--- config.mk ---
export PLATFORM = sky130hd
export DESIGN_NAME = kntf_ctrl
export DESIGN_NICKNAME = d
export VERILOG_FILES = /design/src/rtl/kntf_pkg.sv /design/src/rtl/kntf_ctrl.sv
export SDC_FILE = /design/constraint.sdc
export NUM_CORES = 1
export LEC_CHECK = 0
export BUFFER_PORTS_ARGS = -buffer_cell sky130_fd_sc_hd__buf_2
export CAP_MARGIN = 30
export CORE_AREA = 2 2 39 41
export CTS_CLUSTER_DIAMETER = 150
export CTS_CLUSTER_SIZE = 40
export DETAILED_ROUTE_END_ITERATION = 7
export DIE_AREA = 0 0 41 43
export PLACE_DENSITY = 0.44
export SYNTH_ARGS = -nofsm -noshare
export SYNTH_HDL_FRONTEND = slang
export SYNTH_SLANG_ARGS = --single-unit
--- constraint.sdc ---
create_clock -name i_clk -period 2.4 [get_ports i_clk]
set_input_delay 0.48 -clock i_clk [delete_from_list [all_inputs] [get_ports i_clk]]
set_output_delay 0.48 -clock i_clk [all_outputs]
set_load 0.05 [all_outputs]
--- src/rtl/kntf_pkg.sv ---
`timescale 1ns / 1ps

package kntf_pkg;

    localparam int TABLE_ENTRIES = 48;
    localparam int SLOT_W        = (TABLE_ENTRIES > 1) ? $clog2(TABLE_ENTRIES) : 1;
    localparam int CNT_W         = $clog2(TABLE_ENTRIES + 1);
    localparam int WORD_W        = 64;
    localparam int ROW_W         = 4 * WORD_W;
    localparam int ROW_BYTES     = ROW_W / 8;

    localparam logic [1:0] REQ_REMEMBER = 2'd0;
    localparam logic [1:0] REQ_LOOKUP   = 2'd1;
    localparam logic [1:0] REQ_WIPE     = 2'd2;

    typedef struct packed {
        logic [1:0]        req_type;
        logic [WORD_W-1:0] key_word_0;
        logic [WORD_W-1:0] key_word_1;
        logic [WORD_W-1:0] key_word_2;
        logic [WORD_W-1:0] key_word_3;
        logic [WORD_W-1:0] name_word_0;
        logic [WORD_W-1:0] name_word_1;
        logic [WORD_W-1:0] name_word_2;
        logic [WORD_W-1:0] name_word_3;
    } t_in_item;

    typedef struct packed {
        logic              found;
        logic              changed;
        logic [WORD_W-1:0] out_name_0;
        logic [WORD_W-1:0] out_name_1;
        logic [WORD_W-1:0] out_name_2;
        logic [WORD_W-1:0] out_name_3;
    } t_out_item;

    typedef enum logic [1:0] {
        ST_IDLE,
        ST_DECIDE,
        ST_SCAN,
        ST_DONE
    } t_state;

    typedef struct packed {
        logic load;         // capture the input beat, clear the result
        logic scan_clr;     // rewind the scan pointer
        logic scan_step;    // read the row at the scan pointer, advance
        logic wr_hit;       // rename the entry that just matched
        logic wr_new;       // append, or replace the oldest entry
        logic res_found;    // mark lookup hit, take the matched name
        logic res_changed;  // mark the table as changed
        logic wipe;         // empty the table
        logic out_load;     // move the result into the output register
    } t_cmd;

    typedef struct packed {
        logic [1:0] req;
        logic       key_ok;
        logic       name_ok;
        logic       hit;
        logic       name_same;
        logic       more;
        logic       out_free;
    } t_status;

    // True when no byte of the key is zero.
    function automatic logic key_is_valid(input logic [ROW_W-1:0] k);
        logic ok;
        ok = 1'b1;
        for (int b = 0; b < ROW_BYTES; b++) begin
            if (k[b*8 +: 8] == 8'd0) begin
                ok = 1'b0;
            end
        end
        return ok;
    endfunction

    // Clear every byte after the first zero byte; byte 0 sits at the top.
    function automatic logic [ROW_W-1:0] name_normalize(input logic [ROW_W-1:0] n);
        logic [ROW_W-1:0] res;
        logic             live;
        res  = '0;
        live = 1'b1;
        for (int b = ROW_BYTES - 1; b >= 0; b--) begin
            if (n[b*8 +: 8] == 8'd0) begin
                live = 1'b0;
            end
            if (live) begin
                res[b*8 +: 8] = n[b*8 +: 8];
            end
        end
        return res;
    endfunction

endpackage

--- src/rtl/kntf_ctrl.sv ---
`timescale 1ns / 1ps

module kntf_ctrl (
    input  logic              i_clk,
    input  logic              i_rst_n,
    input  logic              i_in_valid,
    output logic              o_in_stall,
    input  kntf_pkg::t_status i_status,
    output kntf_pkg::t_cmd    o_cmd
);
    import kntf_pkg::*;

    t_state r_state;
    t_state n_state;

    always_ff @(posedge i_clk) begin
        if (!i_rst_n) begin
            r_state <= ST_IDLE;
        end else begin
            r_state <= n_state;
        end
    end

    always_comb begin
        n_state    = r_state;
        o_cmd      = '0;
        o_in_stall = (r_state != ST_IDLE);
        unique case (r_state)
            ST_IDLE: begin
                if (i_in_valid) begin
                    o_cmd.load = 1'b1;
                    n_state    = ST_DECIDE;
                end
            end
            ST_DECIDE: begin
                if ((i_status.req == REQ_REMEMBER && i_status.key_ok && i_status.name_ok) ||
                    (i_status.req == REQ_LOOKUP && i_status.key_ok)) begin
                    o_cmd.scan_clr = 1'b1;
                    n_state        = ST_SCAN;
                end else begin
                    o_cmd.wipe = (i_status.req == REQ_WIPE);
                    n_state    = ST_DONE;
                end
            end
            ST_SCAN: begin
                if (i_status.hit) begin
                    if (i_status.req == REQ_REMEMBER) begin
                        o_cmd.wr_hit      = !i_status.name_same;
                        o_cmd.res_changed = !i_status.name_same;
                    end else begin
                        o_cmd.res_found = 1'b1;
                    end
                    n_state = ST_DONE;
                end else if (i_status.more) begin
                    o_cmd.scan_step = 1'b1;
                end else begin
                    if (i_status.req == REQ_REMEMBER) begin
                        o_cmd.wr_new      = 1'b1;
                        o_cmd.res_changed = 1'b1;
                    end
                    n_state = ST_DONE;
                end
            end
            ST_DONE: begin
                if (i_status.out_free) begin
                    o_cmd.out_load = 1'b1;
                    n_state        = ST_IDLE;
                end
            end
            default: begin
                n_state = ST_IDLE;
            end
        endcase
    end

endmodule

=== Yosys cells after proc, flatten, opt, wreduce, memory -nomap -nowiden ===
Cells that the tools add are included.
Widths: inputs -> output; s select.

* Register bits: 2
* Word-level logic and storage cells: 43

* Muxes and demuxes: 25
* Reductions and logical operators: 9
* Equality and inequality tests: 8

{| class="wikitable"
|+ Operator list
! kind !! number
|-
| $mux 1 || 19
|-
| $mux 2 || 4
|-
| $pmux 2 s4 || 1
|-
| $eq 2x2->1 const B || 3
|-
| $mux 5 || 1
|-
| $eq 2x1->1 const B || 2
|-
| $logic_not 2->1 || 2
|-
| $ne 2x2->1 const B || 2
|-
| $logic_and 1x1->1 || 3
|-
| $ne 3x3->1 const B || 1
|-
| $reduce_and 3->1 || 1
|-
| $reduce_bool 2->1 || 1
|-
| $logic_not 1->1 || 1
|-
| $logic_or 1x1->1 || 1
|}

=== Depth between registers and ports, before layout ===
* Depth in word-level cells: 6
* Gate-level depth with buffers: 6
* Gate-level depth less buffers: 6

=== Worst setup path after synthesis ===
No wires, ideal clock.

* Path type: register -> output
* Start: reg r_state[0]
* End: out o_cmd[2] in the netlist's numbering
* Data arrival time: 2.638 ns
* Required time: 1.920 ns
* Setup slack: -0.718 ns
* Cell stages (with the launch flop): 6
* Cells stage by stage: dfxtp_1 inv_1 ha_1 nand2_1 nor4_1 or2_2

{| class="wikitable"
|+ RTL lines
! item !! RTL line !! text
|-
| from (decl) || kntf_ctrl.sv:13 || <nowiki>t_state r_state;</nowiki>
|-
| from (signal assigned) || kntf_ctrl.sv:20 || <nowiki>r_state <= n_state;</nowiki>
|-
| to (decl) || kntf_ctrl.sv:9 || <nowiki>output kntf_pkg::t_cmd o_cmd</nowiki>
|}

==> summary.md <==
| Metric | Value |
|---|---|
| Status | complete, no violations |
| Instance count on the critical path | 5 |
| CTS tree | built |
| Die X | 41 µm |
| Wire per inst | 8.45 µm |
| Tot Pwr | 0.429 mW |
| Register-to-Register Setup Slack | 0.82 ns |
| Gpl congestion | 0.636 |
| Vias in the first global route | 272 |
| Num Clock Sinks | 2 |
| CTS H-tree lvls | 1 |
| Clock slew at reported path FFs | 0.03 ns |
| Cts hold-fix bufs | 0 |
| RSZ-0062 raised after global routing | no |
| Worst setup endpoint | o_cmd[2] |
| Reg2reg path depth | 5 |
| CP Data Required Time | 1.92 ns |
| Starting density of the core | 18.1% |
| Multiplexer share of the synthesized area | 4.00% |
| Largest net degree at the start of global routing | 6 |
| Non-filler cells, final | 73 |
| Layout cells sized above 1 | 45.6% |
| Compound-cell area share of the yosys netlist | 14.5% |
| IO Count | 21 |
| Maximum vdd ir drop | 285 µV |
| CP max-delay cell | dfxtp_1 |
| Worst min path class | input pin to flop |
| Maximum clock frequency | 472 MHz |
| Max Cap Viol | 0 |
| Setup CP Type | flop to output pin |
| Power per cell area | 1050 nW/µm² |
| Startpoint class of the critical path | flop |
| Post-synthesis cell count | 34 |
| Rows | 14 |
| Worst-path maximum fanout | 4 |
| DRC violation count after routing | 0 |
| Mean Syn Cell Area | 7.36 µm² |
| YS warnings | 0 |
| Final Hold Fails | 0 |
| Synth unique cells | 16 |
| Clock root buffer | clkbuf_4 |
| Post-route setup TNS | 0 ns |
| Post-CTS Setup Inserts | 0 |
| Synthesized area | 250 µm² |
| Crit end category | output pin |
| Crit path cell chain | inv_1 > ha_1 > and4bb_2 > or2_2 > buf_2 |
| Syn Nets | 50 |
| Top flop regs | r_state x2 |
| Synth Area in XOR/XNOR | 0% |
| Layout net count | 75 |
| Drt initial violations | 2 |
| Final worst slack | 0.280 ns |
| Antenna Cells | 0 |
| WL final | 617 µm |
| Post-Route Utilization | 29.5% |
| Vias per Instance | 4.08 |
| Relative slew slack | 83.5% |
| CTS Buf Count | 3 |
| Post-layout min period | 2.12 ns |
| Largest Register | r_state |
| Max reg flops | 2 |
| Measured slew at the worst slew-check pin | 0.250 ns |
| Clock Path Buffers | 2 |
| Reg2reg start | r_state[0] |
| Final setup vio count | 0 |
| Resized cells post-CTS | 0 |
| CP max stage delay | 0.37 ns |
| Slew Limit Fails | 0 |
| Register area share after synthesis | 16.0% |
| Hold slack final | 0.510 ns |
| Final period util | 88.3% |
| Adder-Cell Fraction of Synth Area | 25.0% |
| 1st-pass router iterations | 4 |
| GRT overflow | 0 |
| Leak | 0.246 nW |
| Area Growth Syn to Fin | 63.0% |
| Clk_lat worst skew | 0.23 ns |
| Antenna violations before repair | 0 |
| Detail Route Antenna Nets | 0 |
| CORE AREA | 1380 µm² |
| Global-route wire length before repair | 1000 µm |
| Design Area, Final | 408 µm² |
| Most frequent cells in the layout | 20 x buf_2, 8 x inv_1, 5 x nor2_1, 5 x ha_1, 3 x clkbuf_4 |
| Port bufs | 20 |
| Top Family by Delay on Critical Path | simple AND/OR/NAND/NOR gates |
| HP Start | i_rst_n |
| Pre-CTS WS | 0.508 ns |
| Setup Skew | 0.00486 ns |
| Crit Reg-Reg Endpoint | r_state[0] |
| FF+latch count, synth | 2 |
| Die Y | 43 µm |
| Worst EP arrival | 1.64 ns |
| Die Area | 1760 µm² |
| Commonest non-fill, non-tap cell in the layout | buf_2 |
| Placed cell count | 70 |
| Post-DP Area | 385 µm² |
| Bufs and invs on worst path | 2 |
| GR Util All Layers | 9.11% |
| CP Launch Point | r_state[0] |
| Via Count | 298 |
| Largest family of logic cells by synthesized area | simple AND/OR/NAND/NOR gates |
| Simple-gate portion of the synthesized area | 28.5% |
==> cell usage after synthesis, drive strengths merged <==
cell | number | area share, %
or2 | 1 | 2.5
mux2i | 1 | 4.0
and2 | 1 | 2.5
o32ai | 1 | 3.5
and3b | 1 | 3.5
and4bb | 1 | 5.0
o211ai | 1 | 3.0
ha | 5 | 25
dfxtp | 2 | 16
a21oi | 2 | 4.0
nor3 | 1 | 2.0
inv | 8 | 12
nor2 | 5 | 7.5
nor4 | 1 | 2.5
a221o | 1 | 4.0
nand2 | 2 | 3.0
==> layout make-up <==
class | instances | area [µm²]
fillers | 154 | 976
multi-input cells | 24 | 195
repair buffers | 20 | 100
flip-flops and latches | 2 | 40.0
inverters | 8 | 30.0
clock buffers | 3 | 22.5
well taps | 16 | 20.0
==> tightest hold or removal path: stages <==
cell and delay (ns):
buf_2 0.09, inv_1 0.05, nor2_1 0.08
==> worst min-delay path by stage <==
stage	to	cells past startpoint
2_1_floorplan	r_state[0]	2
3_3_place_gp	r_state[0]	2
3_5_place_dp	r_state[0]	2
4_1_cts	r_state[1]	3
5_1_grt	r_state[1]	3
6_report	r_state[1]	3
==> layer usage <==
layer	vias up	GRT usage [%]	share of wire, %
met5	-	0	0
met4	0	12.0	1.5
met3	2	1.57	9.1
met2	15	12.2	48
met1	121	9.87	41
li1	160	-	-
==> report_power, final <==
group / leakage (nW) / internal, mW / switching (mW)
Clock: 0.0138 / 0.0552 / 0.0195
Combinational: 0.215 / 0.0864 / 0.200
Sequential: 0.0166 / 0.0495 / 0.0180
Total: 0.246 / 0.191 / 0.238
==> cells by family after synthesis <==
| family | after synthesis |
|---|---|
| compound gates | 5 |
| fa+ha+maj | 5 |
| buf+inv | 8 |
| flops | 2 |
| mux | 1 |
| simple gates | 13 |
Note: power is estimated with default switching activity, not from simulation.
